===== src/hdl/pqft_pkg.sv =====
package pqft_pkg;

   localparam int CAPACITY      = 16;
   localparam int PRIORITY_BITS = 8;
   localparam int ID_BITS       = 16;
   localparam int OCC_W         = 5;
   localparam int STATUS_W      = 2;

   localparam int IDX_W = (CAPACITY > 1) ? $clog2(CAPACITY) : 1;
   localparam int CNT_W = $clog2(CAPACITY + 1);

   localparam logic ACT_ENQUEUE = 1'b0;
   localparam logic ACT_DEQUEUE = 1'b1;

   typedef enum logic [STATUS_W-1:0] {
      STATUS_OK    = 2'd0,
      STATUS_FULL  = 2'd1,
      STATUS_EMPTY = 2'd2
   } status_type;

   typedef enum logic [2:0] {
      SEQ_IDLE,
      SEQ_SHIFT,
      SEQ_PLACE,
      SEQ_HEAD,
      SEQ_EMIT
   } seq_state_type;

   typedef struct packed {
      logic [PRIORITY_BITS-1:0] prio;
      logic [ID_BITS-1:0]       id;
   } entry_type;

   localparam int ENTRY_W = $bits(entry_type);

   typedef struct packed {
      logic                     out_valid;
      logic [PRIORITY_BITS-1:0] out_priority;
      logic [ID_BITS-1:0]       out_id;
      status_type               status;
      logic [OCC_W-1:0]         occupancy;
   } result_type;

   typedef struct packed {
      logic       done;
      result_type result;
   } seq_out_type;

   // Maps a logical queue position onto a physical slot of the circular store.
   function automatic logic [IDX_W-1:0] wrap_add(input logic [IDX_W-1:0] base,
                                                 input logic [CNT_W-1:0] off);
      logic [CNT_W:0] sum;
      sum = (CNT_W + 1)'(base) + (CNT_W + 1)'(off);
      if (sum >= (CNT_W + 1)'(CAPACITY)) begin
         sum = sum - (CNT_W + 1)'(CAPACITY);
      end
      return sum[IDX_W-1:0];
   endfunction

endpackage


===== src/hdl/pqft_req_if.sv =====
interface pqft_req_if import pqft_pkg::*; ();
   logic                     valid;
   logic                     ready;
   logic                     action;
   logic [PRIORITY_BITS-1:0] task_priority;
   logic [ID_BITS-1:0]       task_id;

   modport source (output valid, output action, output task_priority, output task_id,
                   input ready);
   modport sink (input valid, input action, input task_priority, input task_id,
                 output ready);
endinterface


===== src/hdl/pqft_rsp_if.sv =====
interface pqft_rsp_if import pqft_pkg::*; ();
   logic                     valid;
   logic                     ready;
   logic                     out_valid;
   logic [PRIORITY_BITS-1:0] out_priority;
   logic [ID_BITS-1:0]       out_id;
   logic [STATUS_W-1:0]      status;
   logic [OCC_W-1:0]         occupancy;

   modport source (output valid, output out_valid, output out_priority, output out_id,
                   output status, output occupancy, input ready);
   modport sink (input valid, input out_valid, input out_priority, input out_id,
                 input status, input occupancy, output ready);
endinterface


===== src/hdl/pqft_ram.sv =====
module pqft_ram #(
   parameter int WIDTH = 8,
   parameter int DEPTH = 16
) (
   input  logic                                    clock,
   input  logic                                    wr_en,
   input  logic [(DEPTH > 1 ? $clog2(DEPTH) : 1)-1:0] wr_addr,
   input  logic [WIDTH-1:0]                        wr_data,
   input  logic [(DEPTH > 1 ? $clog2(DEPTH) : 1)-1:0] rd_addr,
   output logic [WIDTH-1:0]                        rd_data
);

   logic [WIDTH-1:0] mem_ff [DEPTH];
   logic [WIDTH-1:0] rd_data_ff;

   always_ff @(posedge clock) begin
      if (wr_en) begin
         mem_ff[wr_addr] <= wr_data;
      end
      rd_data_ff <= mem_ff[rd_addr];
   end

   assign rd_data = rd_data_ff;

endmodule


===== src/hdl/pqft_seq.sv =====
module pqft_seq import pqft_pkg::*; (
   input  logic        clock,
   input  logic        reset,
   pqft_req_if.sink    req_ch,
   input  logic        out_free,
   output seq_out_type seq_out
);

   seq_state_type    state_ff, state_in;
   logic [IDX_W-1:0] head_ff, head_in;
   logic [CNT_W-1:0] count_ff, count_in;
   logic [CNT_W-1:0] pos_ff, pos_in;
   entry_type        new_entry_ff, new_entry_in;
   result_type       res_ff, res_in;

   logic             accept;
   logic             is_full;
   logic             is_empty;
   logic             prio_ge;
   entry_type        req_entry;
   entry_type        rd_entry;
   logic [CNT_W-1:0] rd_off;
   logic [CNT_W-1:0] wr_off;
   logic [IDX_W-1:0] rd_addr;
   logic [IDX_W-1:0] wr_addr;
   logic             wr_en;
   entry_type        wr_data;

   assign req_ch.ready = (state_ff == SEQ_IDLE);
   assign accept       = req_ch.valid && req_ch.ready;
   assign is_full      = (count_ff == CNT_W'(CAPACITY));
   assign is_empty     = (count_ff == '0);
   assign req_entry    = '{prio: req_ch.task_priority, id: req_ch.task_id};

   // The single comparator walks the queue from the tail toward the head.
   assign prio_ge = (rd_entry.prio >= new_entry_ff.prio);

   assign rd_addr = wrap_add(head_ff, rd_off);
   assign wr_addr = wrap_add(head_ff, wr_off);

   pqft_ram #(
      .WIDTH (ENTRY_W),
      .DEPTH (CAPACITY)
   ) u_slots (
      .clock   (clock),
      .wr_en   (wr_en),
      .wr_addr (wr_addr),
      .wr_data (wr_data),
      .rd_addr (rd_addr),
      .rd_data (rd_entry)
   );

   always_comb begin
      state_in = state_ff;
      case (state_ff)
         SEQ_IDLE: begin
            if (accept) begin
               if (req_ch.action == ACT_ENQUEUE) begin
                  state_in = (is_full || is_empty) ? SEQ_EMIT : SEQ_SHIFT;
               end else begin
                  state_in = is_empty ? SEQ_EMIT : SEQ_HEAD;
               end
            end
         end
         SEQ_SHIFT: begin
            if (prio_ge) begin
               state_in = SEQ_EMIT;
            end else if (pos_ff == CNT_W'(1)) begin
               state_in = SEQ_PLACE;
            end
         end
         SEQ_PLACE: state_in = SEQ_EMIT;
         SEQ_HEAD:  state_in = SEQ_EMIT;
         SEQ_EMIT: begin
            if (out_free) begin
               state_in = SEQ_IDLE;
            end
         end
         default: state_in = SEQ_IDLE;
      endcase
   end

   always_comb begin
      head_in      = head_ff;
      count_in     = count_ff;
      pos_in       = pos_ff;
      new_entry_in = new_entry_ff;
      res_in       = res_ff;
      rd_off       = pos_ff - CNT_W'(2);
      wr_off       = pos_ff;
      wr_en        = 1'b0;
      wr_data      = new_entry_ff;
      case (state_ff)
         SEQ_IDLE: begin
            wr_off  = '0;
            wr_data = req_entry;
            rd_off  = (req_ch.action == ACT_DEQUEUE) ? '0 : count_ff - CNT_W'(1);
            if (accept) begin
               new_entry_in = req_entry;
               pos_in       = count_ff;
               res_in       = '{out_valid: 1'b0, out_priority: '0, out_id: '0,
                                status: STATUS_OK, occupancy: '0};
               if (req_ch.action == ACT_ENQUEUE) begin
                  if (is_full) begin
                     res_in.status = STATUS_FULL;
                  end else if (is_empty) begin
                     wr_en    = 1'b1;
                     count_in = count_ff + CNT_W'(1);
                  end
               end else if (is_empty) begin
                  res_in.status = STATUS_EMPTY;
               end
            end
         end
         SEQ_SHIFT: begin
            wr_en = 1'b1;
            if (prio_ge) begin
               count_in = count_ff + CNT_W'(1);
            end else begin
               // Move the lower-priority task one place toward the tail.
               wr_data = rd_entry;
               pos_in  = pos_ff - CNT_W'(1);
            end
         end
         SEQ_PLACE: begin
            wr_en    = 1'b1;
            count_in = count_ff + CNT_W'(1);
         end
         SEQ_HEAD: begin
            res_in.out_valid    = 1'b1;
            res_in.out_priority = rd_entry.prio;
            res_in.out_id       = rd_entry.id;
            head_in             = wrap_add(head_ff, CNT_W'(1));
            count_in            = count_ff - CNT_W'(1);
         end
         SEQ_EMIT: begin
         end
         default: begin
         end
      endcase
   end

   always_comb begin
      seq_out.done             = (state_ff == SEQ_EMIT);
      seq_out.result           = res_ff;
      seq_out.result.occupancy = OCC_W'(count_ff);
   end

   always_ff @(posedge clock) begin
      if (reset) begin
         state_ff <= SEQ_IDLE;
         head_ff  <= '0;
         count_ff <= '0;
      end else begin
         state_ff <= state_in;
         head_ff  <= head_in;
         count_ff <= count_in;
      end
   end

   always_ff @(posedge clock) begin
      pos_ff       <= pos_in;
      new_entry_ff <= new_entry_in;
      res_ff       <= res_in;
   end

endmodule


===== src/hdl/priority_queue_fifo_ties.sv =====
// A flagged request or an enqueue into an empty queue goes straight to the emit state,
// a dequeue passes through the head state first, and an enqueue that moves m held tasks
// (m up to 15) shifts them toward the tail one at a time before the new task is placed.
// One request is in work at a time; the single slot RAM port pair and the comparator
// are revisited once per moved task; a new request waits until the last result is loaded.
// A response waiting on the output register holds the next result at its last step.
// Synchronous reset empties the queue at once; slot contents are not cleared.
module priority_queue_fifo_ties import pqft_pkg::*; (
   input  logic       clock,
   input  logic       reset,
   pqft_req_if.sink   req_ch,
   pqft_rsp_if.source rsp_ch
);

   seq_out_type seq_out;
   logic        out_free;
   logic        load;

   logic        rsp_valid_ff, rsp_valid_in;
   result_type  rsp_data_ff, rsp_data_in;

   assign out_free = !rsp_valid_ff || rsp_ch.ready;
   assign load     = seq_out.done && out_free;

   pqft_seq u_seq (
      .clock    (clock),
      .reset    (reset),
      .req_ch   (req_ch),
      .out_free (out_free),
      .seq_out  (seq_out)
   );

   always_comb begin
      rsp_valid_in = rsp_valid_ff;
      rsp_data_in  = rsp_data_ff;
      if (load) begin
         rsp_valid_in = 1'b1;
         rsp_data_in  = seq_out.result;
      end else if (rsp_ch.ready) begin
         rsp_valid_in = 1'b0;
      end
   end

   always_ff @(posedge clock) begin
      if (reset) begin
         rsp_valid_ff <= 1'b0;
      end else begin
         rsp_valid_ff <= rsp_valid_in;
      end
   end

   always_ff @(posedge clock) begin
      rsp_data_ff <= rsp_data_in;
   end

   assign rsp_ch.valid        = rsp_valid_ff;
   assign rsp_ch.out_valid    = rsp_data_ff.out_valid;
   assign rsp_ch.out_priority = rsp_data_ff.out_priority;
   assign rsp_ch.out_id       = rsp_data_ff.out_id;
   assign rsp_ch.status       = rsp_data_ff.status;
   assign rsp_ch.occupancy    = rsp_data_ff.occupancy;

endmodule


===== src/flat_wrapper.sv =====
// flat-port wrapper written by rule: the top's interface ports become plain ports
module priority_queue_fifo_ties_flat import pqft_pkg::*;
  (clock, reset, req_ch_valid, req_ch_action, req_ch_task_priority, req_ch_task_id, req_ch_ready, rsp_ch_valid, rsp_ch_out_valid, rsp_ch_out_priority, rsp_ch_out_id, rsp_ch_status, rsp_ch_occupancy, rsp_ch_ready);
  pqft_req_if req_ch_i ();
  pqft_rsp_if rsp_ch_i ();
  input  logic clock;
  input  logic reset;
  input wire logic [$bits(req_ch_i.valid)-1:0] req_ch_valid;
  input wire logic [$bits(req_ch_i.action)-1:0] req_ch_action;
  input wire logic [$bits(req_ch_i.task_priority)-1:0] req_ch_task_priority;
  input wire logic [$bits(req_ch_i.task_id)-1:0] req_ch_task_id;
  output wire logic [$bits(req_ch_i.ready)-1:0] req_ch_ready;
  output wire logic [$bits(rsp_ch_i.valid)-1:0] rsp_ch_valid;
  output wire logic [$bits(rsp_ch_i.out_valid)-1:0] rsp_ch_out_valid;
  output wire logic [$bits(rsp_ch_i.out_priority)-1:0] rsp_ch_out_priority;
  output wire logic [$bits(rsp_ch_i.out_id)-1:0] rsp_ch_out_id;
  output wire logic [$bits(rsp_ch_i.status)-1:0] rsp_ch_status;
  output wire logic [$bits(rsp_ch_i.occupancy)-1:0] rsp_ch_occupancy;
  input wire logic [$bits(rsp_ch_i.ready)-1:0] rsp_ch_ready;
  assign req_ch_i.valid = req_ch_valid;
  assign req_ch_i.action = req_ch_action;
  assign req_ch_i.task_priority = req_ch_task_priority;
  assign req_ch_i.task_id = req_ch_task_id;
  assign req_ch_ready = req_ch_i.ready;
  assign rsp_ch_valid = rsp_ch_i.valid;
  assign rsp_ch_out_valid = rsp_ch_i.out_valid;
  assign rsp_ch_out_priority = rsp_ch_i.out_priority;
  assign rsp_ch_out_id = rsp_ch_i.out_id;
  assign rsp_ch_status = rsp_ch_i.status;
  assign rsp_ch_occupancy = rsp_ch_i.occupancy;
  assign rsp_ch_i.ready = rsp_ch_ready;
  priority_queue_fifo_ties u_core (.clock(clock), .reset(reset), .req_ch(req_ch_i), .rsp_ch(rsp_ch_i));
endmodule

===== config.mk =====
export PLATFORM = sky130hd
export DESIGN_NAME = priority_queue_fifo_ties_flat
export DESIGN_NICKNAME = d
export VERILOG_FILES = /design/src/hdl/pqft_pkg.sv /design/src/hdl/pqft_req_if.sv /design/src/hdl/pqft_rsp_if.sv /design/src/hdl/pqft_ram.sv /design/src/hdl/pqft_seq.sv /design/src/hdl/priority_queue_fifo_ties.sv /design/src/flat_wrapper.sv
export SDC_FILE = /design/constraint.sdc
export NUM_CORES = 1
export LEC_CHECK = 0
export ABC_AREA = 1
export BUFFER_PORTS_ARGS = -buffer_cell sky130_fd_sc_hd__buf_2
export CAP_MARGIN = 20
export CORE_UTILIZATION = 35
export CTS_BUF_LIST = sky130_fd_sc_hd__clkbuf_8
export CTS_CLUSTER_SIZE = 25
export DETAILED_ROUTE_END_ITERATION = 7
export GPL_TIMING_DRIVEN = 0
export MAX_ROUTING_LAYER = met4
export REMOVE_ABC_BUFFERS = 1
export SETUP_SLACK_MARGIN = 0.05
export SKIP_LAST_GASP = 1
export SLEW_MARGIN = 40
export SYNTH_ARGS = -nofsm -noshare
export SYNTH_HDL_FRONTEND = slang
export SYNTH_SLANG_ARGS = --single-unit

===== constraint.sdc =====
create_clock -name clock -period 4.2 [get_ports clock]
set_input_delay 0.21 -clock clock [delete_from_list [all_inputs] [get_ports clock]]
set_output_delay 0.21 -clock clock [all_outputs]
set_load 0.01 [all_outputs]

After elaboration in Yosys (flattened, before gate mapping)
Memory sizes are Yosys's and may differ from the RTL's. A register that Yosys moved wholly into a read port is not among the register bits.
Cells that the tools add are included.
{"block": "totals", "word_cells": 102, "memories": 1, "output_inout_bits": 34, "regBits": 101, "ramBits": 384}
{"memory": "u_core.u_seq.u_slots.mem_ff", "words": 16, "width": 24, "rd": 1, "rd_ports_with_merged_regs": 1, "wr": 1, "line": "pqft_ram.sv:13", "rtl": "logic [WIDTH-1:0] mem_ff [DEPTH];"}
{"block": "op_classes", "mux": 39, "reduce_logical": 18, "addsub": 10, "order_cmp": 4, "n_eq_ne": 14}
{"cell": "$mux 5", "count": 10}
{"cell": "$pmux 25 s2", "count": 1}
{"cell": "$pmux 24 s2", "count": 1}
{"cell": "$mux 32", "count": 1}
{"cell": "$mux 24", "count": 1}
{"cell": "$mux 3", "count": 7}
{"cell": "$pmux 5 s4", "count": 1}
{"cell": "$add 4x5->6", "count": 2}
{"cell": "$ge 6x5->1 const B", "count": 2}
{"cell": "$mux 4", "count": 3}
{"cell": "$pmux 3 s4", "count": 1}
{"cell": "$sub 4x1->4 const B", "count": 3}
{"cell": "$ne 2x2->1 const B", "count": 5}
{"cell": "$pmux 5 s2", "count": 1}
{"cell": "$sub 5x1->5 const B", "count": 2}
{"cell": "$mux 1", "count": 9}
{"cell": "$ge 8x8->1", "count": 1}
{"cell": "$eq 3x2->1 const B", "count": 2}
{"cell": "$reduce_and 3->1", "count": 2}
{"cell": "$reduce_and 6->1", "count": 1}
{"cell": "$reduce_bool 2->1", "count": 3}
{"cell": "$add 4x1->5 const B", "count": 1}
{"cell": "$add 5x1->5 const B", "count": 1}
{"cell": "$eq 5x1->1 const B", "count": 1}
{"cell": "other kinds (17)", "count": 23}

Longest topological paths before layout
Gate-level depths: netlist of the first run.
{"block": "depth", "ltp_word": 8, "depth_mapped": 17, "ltp_nobuf": 15}

By module
From an unflattened synthesis of the first run, not the netlist that was laid out.
{"block": "hier_totals", "hier_cells": 2048, "hier_area_um2": 21747.1}
{"mod": "pqft_ram", "area_per_inst_um2": 16951.3, "cells_each": 1597, "instances": 1, "seq_area_each_um2": 12011.5}
{"mod": "pqft_seq", "area_per_inst_um2": 3787.4, "cells_each": 413, "instances": 1, "seq_area_each_um2": 1921.8}
{"mod": "priority_queue_fifo_ties", "area_per_inst_um2": 1008.5, "cells_each": 38, "instances": 1, "seq_area_each_um2": 980.9}

Worst setup path after synthesis of the first run
Ideal clock, no wire load.
{"block": "synth_timing", "kind": "register to register", "start": "reg u_core.u_seq.state_ff[2]", "end": "reg u_core.rsp_data_ff (netlist bit u_core.rsp_ch.occupancy[0]) (enable)", "stages_incl_launch_ff": 3, "setup_time_ns": 0.505, "arrival_time_ns": 3.685, "path_buffers": 0, "path_slack_ns": 0.010, "required_time_ns": 3.695, "cell_sequence": "dfxtp_1 > inv_2 > nor4_1"}
{"block": "synth_via", "elab_chain_len": 2}
{"item": "start, declared", "line": "pqft_seq.sv:9", "rtl": "seq_state_type state_ff, state_in;"}
{"item": "start signal, assigned", "line": "pqft_seq.sv:155", "rtl": "state_ff <= state_in;"}
{"item": "$eq 3x3->1", "line": "pqft_seq.sv:144", "rtl": "seq_out.done = (state_ff == SEQ_EMIT);"}
{"item": "$logic_and 1x1->1", "line": "priority_queue_fifo_ties.sv:23", "rtl": "assign load = seq_out.done && out_free;"}
{"item": "net u_core.load", "line": "priority_queue_fifo_ties.sv:17", "rtl": "logic load;"}
{"item": "end signal, assigned", "line": "priority_queue_fifo_ties.sv:53", "rtl": "rsp_data_ff <= rsp_data_in;"}
{"item": "end, declared", "line": "priority_queue_fifo_ties.sv:20", "rtl": "result_type rsp_data_ff, rsp_data_in;"}
The timed path passes the listed nets, and every way through them passes these cells.
A chain may end at the register's enable or synchronous reset.

Worst setup path after layout of the first run
{"block": "layout_timing", "start": "reg u_core.u_seq.state_ff[2]", "end": "reg u_core.u_seq.u_slots.rd_data_ff[10], in the netlist u_core.u_seq.u_slots.rd_data[10], read port of u_core.u_seq.u_slots.mem_ff"}
{"block": "layout_via", "elab_chain_len": 5}
{"item": "$logic_not 3->1 *", "line": "pqft_seq.sv:93", "rtl": "case (state_ff)"}
{"item": "$mux 5 *", "line": "pqft_seq.sv:93"}
{"item": "$add 4x5->6 *", "line": "pqft_pkg.sv:53", "rtl": "sum = (CNT_W + 1)'(base) + (CNT_W + 1)'(off);"}
{"item": "$ge 6x5->1 / $sub 4x1->4 (equally long branches)", "line": "pqft_pkg.sv:54, pqft_pkg.sv:55"}
{"item": "$mux 4 *", "line": "pqft_pkg.sv:54", "rtl": "if (sum >= (CNT_W + 1)'(CAPACITY)) begin"}
{"item": "end, declared", "line": "pqft_ram.sv:14", "rtl": "logic [WIDTH-1:0] rd_data_ff;"}
Mark *: on every way between the ends. The rest lies on a longest branch, timed or not.

==> metrics, run 1 <==
final worst slack 0.287 ns; routed vias/inst 5.03; FILL cells 5363; Logic pwr share approximately 45%; WP data required 4.71 ns; Max stage delay on crit path 1.02 ns; Hold WS 0.0840 ns; DRC viols 0; DPL Wire Length 30700 µm; Max FO, Critical Path 46; MaxCap Viol Count 0; Synth Instances 1652; asr flop ratio synth 0%; Routed WL a little over 50000 µm; initial antenna violation count 0; post-layout minimum cycle time 3.91 ns; hold-critical path depth 6; most common cell in the netlist edfxtp_1; largest net degree at the start of global routing 98; Layout Utilization 42.7%; Die H approximately 240 µm; I/O Pins 63; Yosys top cell area share 68.9%; share of layout cells above drive strength 1 16.1%; CP Launch Point u_core.u_seq.state_ff[2]; Antenna Violating Nets Remaining 0; synthesized area per cell 12.5 µm²; Hold Crit Start req_ch_valid; die area 59800 µm²; global-route wire length before repair 76800 µm; GPL Wtd Cong 0.834; number of cell rows 88; # setup viols final 0; Tot GR Track Use 17.5%; Peak Freq 256 MHz; Synth top cells by count edfxtp_1 (472), nor2_1 (304), o21ai_0 (206), nand2_1 (192), inv_1 (89); Ys Warns 0; Die W roughly 240 µm; pwr dens 849 nW/µm²; Reg2Reg Setup Slack 0.29 ns; crit path capture type flip-flop; Initial Utilization 35.5%; WS Path Type flip-flop to flip-flop; area grow syn2layout 20.2%; Place WS -0.0744 ns; Net Sw Frac 39.8%; distinct cell type count after synthesis 42; vias in the first global route 13000; DRT Pass-1 Iters 5; register area share after synthesis 72.5%; clk buf depth 3; Post-Syn Area 20600 µm²; cts bufs inserted 81; post-synthesis register bit count 509; cells on worst reg2reg path 15; Worst R2R Start u_core.u_seq.state_ff[2]; clk root buf clkbuf_8; total grt overflow 0; worst skew pair latency 0.67 ns; WL/cell 19.3 µm; Clk network pwr share roughly a fifth; status finished clean; Max VDD drop 562 µV; max_slew headroom between 40% and 50%; CTS tree yes; Seq pwr share 35.6%; P_int 12.6 mW; CTS Sinks 509; Least-Margin Pin Slew 0.889 ns; RSZ-0062 raised after global routing false; HP Class input pin to flip-flop; Synth area leaders edfxtp_1 (69%), nor2_1 (5.5%), o21ai_0 (5.0%), dfxtp_1 (3.6%), nand2_1 (3.5%); EDFF count, synth 472; ys flop type edfxtp_1; final hold vios 0; total number of vias 13200; clock slew at reported path FFs 0.07 ns; Pins Over Slew Limit 0; Core ar. 57900 µm²; period utilization about 93%; Sw Pwr 8.36 mW; Crit path arrival time 4.43 ns; CP startpoint kind flip-flop; Fin Clk Skew 0.0436 ns; H-tree Lvls 3; ant diodes 0; port bufs 62; critical path's slowest cell fa_4; nets@finish between 1500 and 2000; Synth area leader edfxtp_1; CP Cell Sequence inv_2, nand2_4, clkinv_4, o22ai_1, ha_4, inv_1, fa_4, buf_12, buf_12, nor2_1, o21ai_0, o21ai_0, mux2_2, nand3_1, nand2_1; P_leak 8.94 nW; DRT iter0 DRCs ~1100
-- layout make-up --
cell class / count / area (µm²) / area share [%]
clock inverters: 57 / 342 / 1.38
inverters: 94 / 365 / 1.48
well taps: 765 / 957 / 3.87
repair buffers: 150 / 1750 / 7.06
clock buffers: 93 / 1280 / 5.17
multi-input cells: 965 / 5130 / 20.7
flip-flops and latches: 509 / 14900 / 60.3
-- registers in the layout, summed over array words and instances, names as in the netlist --
register                      count
u_core.rsp_ch.status              2
u_core.rsp_ch.out_valid           1
u_core.rsp_ch.occupancy           5
u_core.rsp_ch.valid               1
u_core.u_seq.u_slots.mem_ff     384
u_core.u_seq.u_slots.rd_data     24
u_core.rsp_ch.out_id             16
u_core.u_seq.count_ff             5
u_core.u_seq.new_entry_ff        24
u_core.u_seq.head_ff              4
u_core.u_seq.seq_out             27
u_core.rsp_ch.out_priority        8
u_core.u_seq.pos_ff               5
u_core.u_seq.state_ff             3
-- per-layer routing --
layer / wire [µm] / track usage (%) / vias to the layer above
met3: 3810 / 3.46 / 114
met5: 0 / - / -
met4: 1180 / 5.64 / 0
met2: 22900 / 26.2 / 508
met1: 22800 / 23.9 / 6435
li1: - / - / 6176
-- path summary, 6_finish.rpt --
kind | end
max | u_core.u_seq.u_slots.rd_data[10]
min | u_core.u_seq.count_ff[1]
max reg2reg | u_core.u_seq.u_slots.rd_data[10]
min reg2reg | u_core.rsp_ch.out_id[1]
-- power by group through the flow --
stage	clock network [mW]	logic [mW]	registers [mW]
4_1_cts	4.26	9.36	7.46
2_1_floorplan	0	5.40	7.54
3_3_place_gp	0	6.23	7.60
3_5_place_dp	0	9.31	7.56
6_report	4.16	9.37	7.47
5_1_grt	4.46	10.4	7.53
-- per-stage QoR --
stage	cell area [µm²]	instances	setup TNS, ns	power [mW]
global route	24700	2633	0	22.4
global placement	21500	2395	-1453.27	13.8
finish	24700	2633	0	21.0
detailed placement	22800	2455	-0.324	16.9
floorplan	20200	1568	-82.32	12.9
CTS	24700	2632	0	21.1
-- critical path: cells and delay by family (launching register included) --
kind | cells | cell delay (ns)
adder cells (fa/ha/maj) | 2 | 1.20
buffers and inverters | 5 | 0.93
AO/OA/AOI/OAI | 3 | 0.49
AND/OR/NAND/NOR | 4 | 0.44
flip-flops | 1 | 0.43
multiplexers | 1 | 0.26
-- placed cells by master, fill, tap and decap left out, types with 3 or more instances in the layout --
cell | Yosys | layout
a21oi_1 | 11 | 11
dlygate4sd3_1 | 0 | 27
mux2i_1 | 24 | 24
buf_16 | 0 | 24
nor2_1 | 304 | 287
inv_1 | 89 | 121
mux2_2 | 24 | 24
dfxtp_1 | 37 | 36
nor2_4 | 1 | 19
o21ai_0 | 206 | 205
inv_2 | 4 | 3
o22ai_1 | 26 | 26
clkbuf_8 | 0 | 93
nand4_1 | 8 | 8
clkinv_2 | 0 | 5
o32ai_1 | 24 | 24
edfxtp_1 | 472 | 472
clkinv_1 | 1 | 5
xor2_1 | 8 | 8
o21ai_1 | 25 | 25
clkinvlp_4 | 0 | 7
xnor2_1 | 4 | 4
buf_12 | 0 | 8
ha_1 | 22 | 21
inv_8 | 0 | 3
buf_8 | 0 | 19
inv_6 | 0 | 3
buf_2 | 15 | 70
nand2_1 | 192 | 192
nand3_1 | 64 | 64
-- logic make-up after synthesis --
group / share of synthesized area [%]
xor gates and xnor gates: 0.590
muxes: 2.48
adders and majority gates: 1.53
DFF: 72.5
buffers and inverters: 3.52
AOI/OAI and AO/OA: 7.82
and+or+nand+nor: 11.6
-- timing repair --
item,in CTS,in global routing
pin swaps,0,1
hold buffers,27,0
setup buffers,0,1
endpoints found under the setup margin,8,6
hold endpoints to repair,31,0
resized for setup,1,1
(Power assumes the default switching activity.)
==> run 2: changes to the inputs <==
- CAP_MARGIN: 20 -> default
- SYNTH_HIERARCHICAL: default -> 1
==> run 2 against run 1 <==
  * Sequential power rose by 1%
  * Core utilization fell by 0.45 points
  * Largest power group unchanged
  * Count of clock-buffer cells in the layout rose by 1
==> metrics, run 2 <==
status finished clean; total grt overflow 0; Setup Buffers After CTS 0; Cell Count, Final, Fillers Out 3121; P_leak 11.0 nW; HP Class input pin to flip-flop; initial antenna violation count 1; Tot GR Track Use 17.8%; FILL cells around 5700; die area 63100 µm²; period utilization between 90% and 100%; asr flop ratio synth 0%; area grow syn2layout 19.7%; Worst R2R Start u_core/u_seq/state_ff[1]; cells on worst reg2reg path 17; # setup viols final 0; Post-Syn Area 21700 µm²; Ys Warns 6; share of layout cells above drive strength 1 13.5%; final hold vios 0; register area share after synthesis 68.6%; Layout Utilization 42.3%; ys flop type edfxtp_1; global-route wire length before repair 82500 µm; CTS Sinks 509; CP startpoint kind flip-flop; cts bufs inserted 85; most common cell in the netlist nand2_1; most frequent cells in the layout nand2_1 (608), edfxtp_1 (472), inv_1 (376); DRT Pass-1 Iters 5; Biggest register u_core/u_seq/u_slots/mem_ff; RSZ-0062 raised after global routing false; Least-Margin Pin Slew between 0.7 and 0.8 ns; WS Path Type flip-flop to flip-flop; clk buf depth 3; MaxCap Viol Count 0; CTS tree yes; Initial Utilization 35.3%; Die H 251 µm; WP data required 4.76 ns; Synth top cells by count nand2_1 (609), edfxtp_1 (472), inv_1 (350), nand3_1 (296), nor2_1 (63); DPL Wire Length 33100 µm; FF-to-FF End u_core/u_seq/u_slots/rd_data[19]; Reg2Reg Setup Slack 0.25 ns; EDFF count, synth 472; Antenna Violating Nets Remaining 0; Die W 251 µm; post-layout minimum cycle time 3.95 ns; port bufs 62; number of cell rows approximately 90; nets@finish 2267; Synth area leaders edfxtp_1 (65%), nand2_1 (11%), nand3_1 (6.8%), inv_1 (6.0%), dfxtp_1 (3.4%); Synth area leader edfxtp_1; synthesized area per cell 10.6 µm²; Hold Crit Start req_ch_valid; Core ar. 61600 µm²; Fin Setup TNS 0 ns; DRC viols 0; Place WS roughly 0.011 ns; hold-critical path depth 3; max_slew headroom 52.8%; post-synthesis register bit count 509; Post-Place Cells 2936; DRT iter0 DRCs roughly 1200; Max FO, Critical Path 45; Fin Clk Skew around 0.038 ns; GPL Wtd Cong 0.783; Largest register FFs 384; largest net degree at the start of global routing 98; pwr dens 852 nW/µm²; Peak Freq 253 MHz; clock slew at reported path FFs about 0.06 ns; vias in the first global route 14300; total number of vias 14600; H-tree Lvls 3; final worst slack 0.249 ns; clk root buf clkbuf_8; Pins Over Slew Limit 0; commonest non-fill, non-tap cell in the layout nand2_1; Yosys top cell area share between 60% and 70%; Synth Instances 2048; crit path capture type flip-flop; Routed WL ~54000 µm; I/O Pins 63; Crit path arrival time roughly 4.5 ns; WL/cell about 17 µm; Hold Path End u_core/u_seq/new_entry_ff[20]; distinct cell type count after synthesis 38; Max VDD drop a little over 700 µV; routed vias/inst 4.69; worst skew pair latency 0.67 ns
-- run 2: changes by cell type in the layout (fill, tap and decap cells not counted), sizes merged, moves of 19 or more --
cell	change
nand2	+422
inv	+262
nor2	-243
nand3	+234
o21ai	-218
o211ai	+25
mux2	-24
mux2i	-24
o32ai	-24
o22ai	-23
buf	+19
-- run 2: worst max-delay path by stage --
stage | startpoint | to | slack [ns] | cells past startpoint
floorplan | u_core/u_seq/state_ff[1] | u_core/u_seq/u_slots/rd_data[0] | -3.02 | 12
global placement | u_core/u_seq/state_ff[1] | u_core/u_seq/u_slots/rd_data[19] | -9.28 | 12
detailed placement | u_core/u_seq/state_ff[1] | u_core/u_seq/u_slots/rd_data[19] | 0.01 | 17
CTS | u_core/u_seq/state_ff[1] | u_core/u_seq/u_slots/rd_data[19] | 0.13 | 17
global route | u_core/u_seq/state_ff[1] | u_core/u_seq/u_slots/rd_data[19] | 0.14 | 17
finish | u_core/u_seq/state_ff[1] | u_core/u_seq/u_slots/rd_data[19] | 0.25 | 17
-- run 2: area by class of cell --
class	instances	area, µm²	share of cell area [%]
clock inverter	62	392	1.50
tap	837	1050	4.02
sequential	509	14900	57.3
inverter	362	1400	5.36
antenna	1	2.50	0.00961
clock buffer	94	1290	4.97
timing repair buffer	169	1780	6.84
multi-input combinational	1087	5200	20.0
-- run 2: metal layers --
metal	GRT usage [%]	share of wire [%]	up-vias
met5	-	0	-
met1	23.4	45	7027
met3	3.15	6.5	98
met2	28.3	47	485
li1	-	-	7020
met4	5.10	1.9	0
-- run 2: critical path, cell delays in order, from the launching register on --
cell and delay, ns:
dfxtp_1 0.38, nor2_4 0.22, nand2_4 0.12, inv_8 0.29, nand2_1 0.18, o22ai_1 0.23, ha_4 0.17, inv_1 0.05
fa_1 0.47, xnor2_4 0.41, buf_6 0.22, buf_4 0.21, buf_4 0.22, inv_6 0.06, buf_16 0.21, nand3_1 0.14
nand3_1 0.08, nand2_1 0.17
-- run 2: logic make-up (layout without fill, tap and decap cells) --
| logic type | count (synthesis) | after routing | synth area share [%] |
|---|---|---|---|
| adder cells (fa/ha/maj) | 24 | 24 | 1.45 |
| flip-flops | 509 | 509 | 68.6 |
| AO/OA/AOI/OAI | 55 | 55 | 1.67 |
| other | 0 | 1 | 0 |
| buffers and inverters | 452 | 687 | 8.39 |
| XOR/XNOR | 14 | 14 | 0.564 |
| AND/OR/NAND/NOR | 994 | 994 | 19.3 |
-- run 2: through the flow --
stage	cell area, µm²	hold slack [ns]	power, mW
6_report	26000	0.0436	22.2
5_1_grt	26000	0.0203	23.6
4_1_cts	26000	0.00154	22.3
3_5_place_dp	24000	0.405	17.8
3_3_place_gp	22600	0.403	14.7
2_1_floorplan	21300	0.272	13.6
-- run 2: power breakdown --
part	leakage (nW)	internal (mW)	switching [mW]
sequential	4.63	7.30	0.256
clock	0.965	2.31	2.00
combinational	5.44	3.17	7.13
-- run 2: timing repair --
| action | CTS | global route |
|---|---|---|
| hold endpoints to repair | 30 | 0 |
| setup endpoints to repair | 11 | 23 |
| hold buffers | 27 | 0 |
| resized for setup | 1 | 2 |
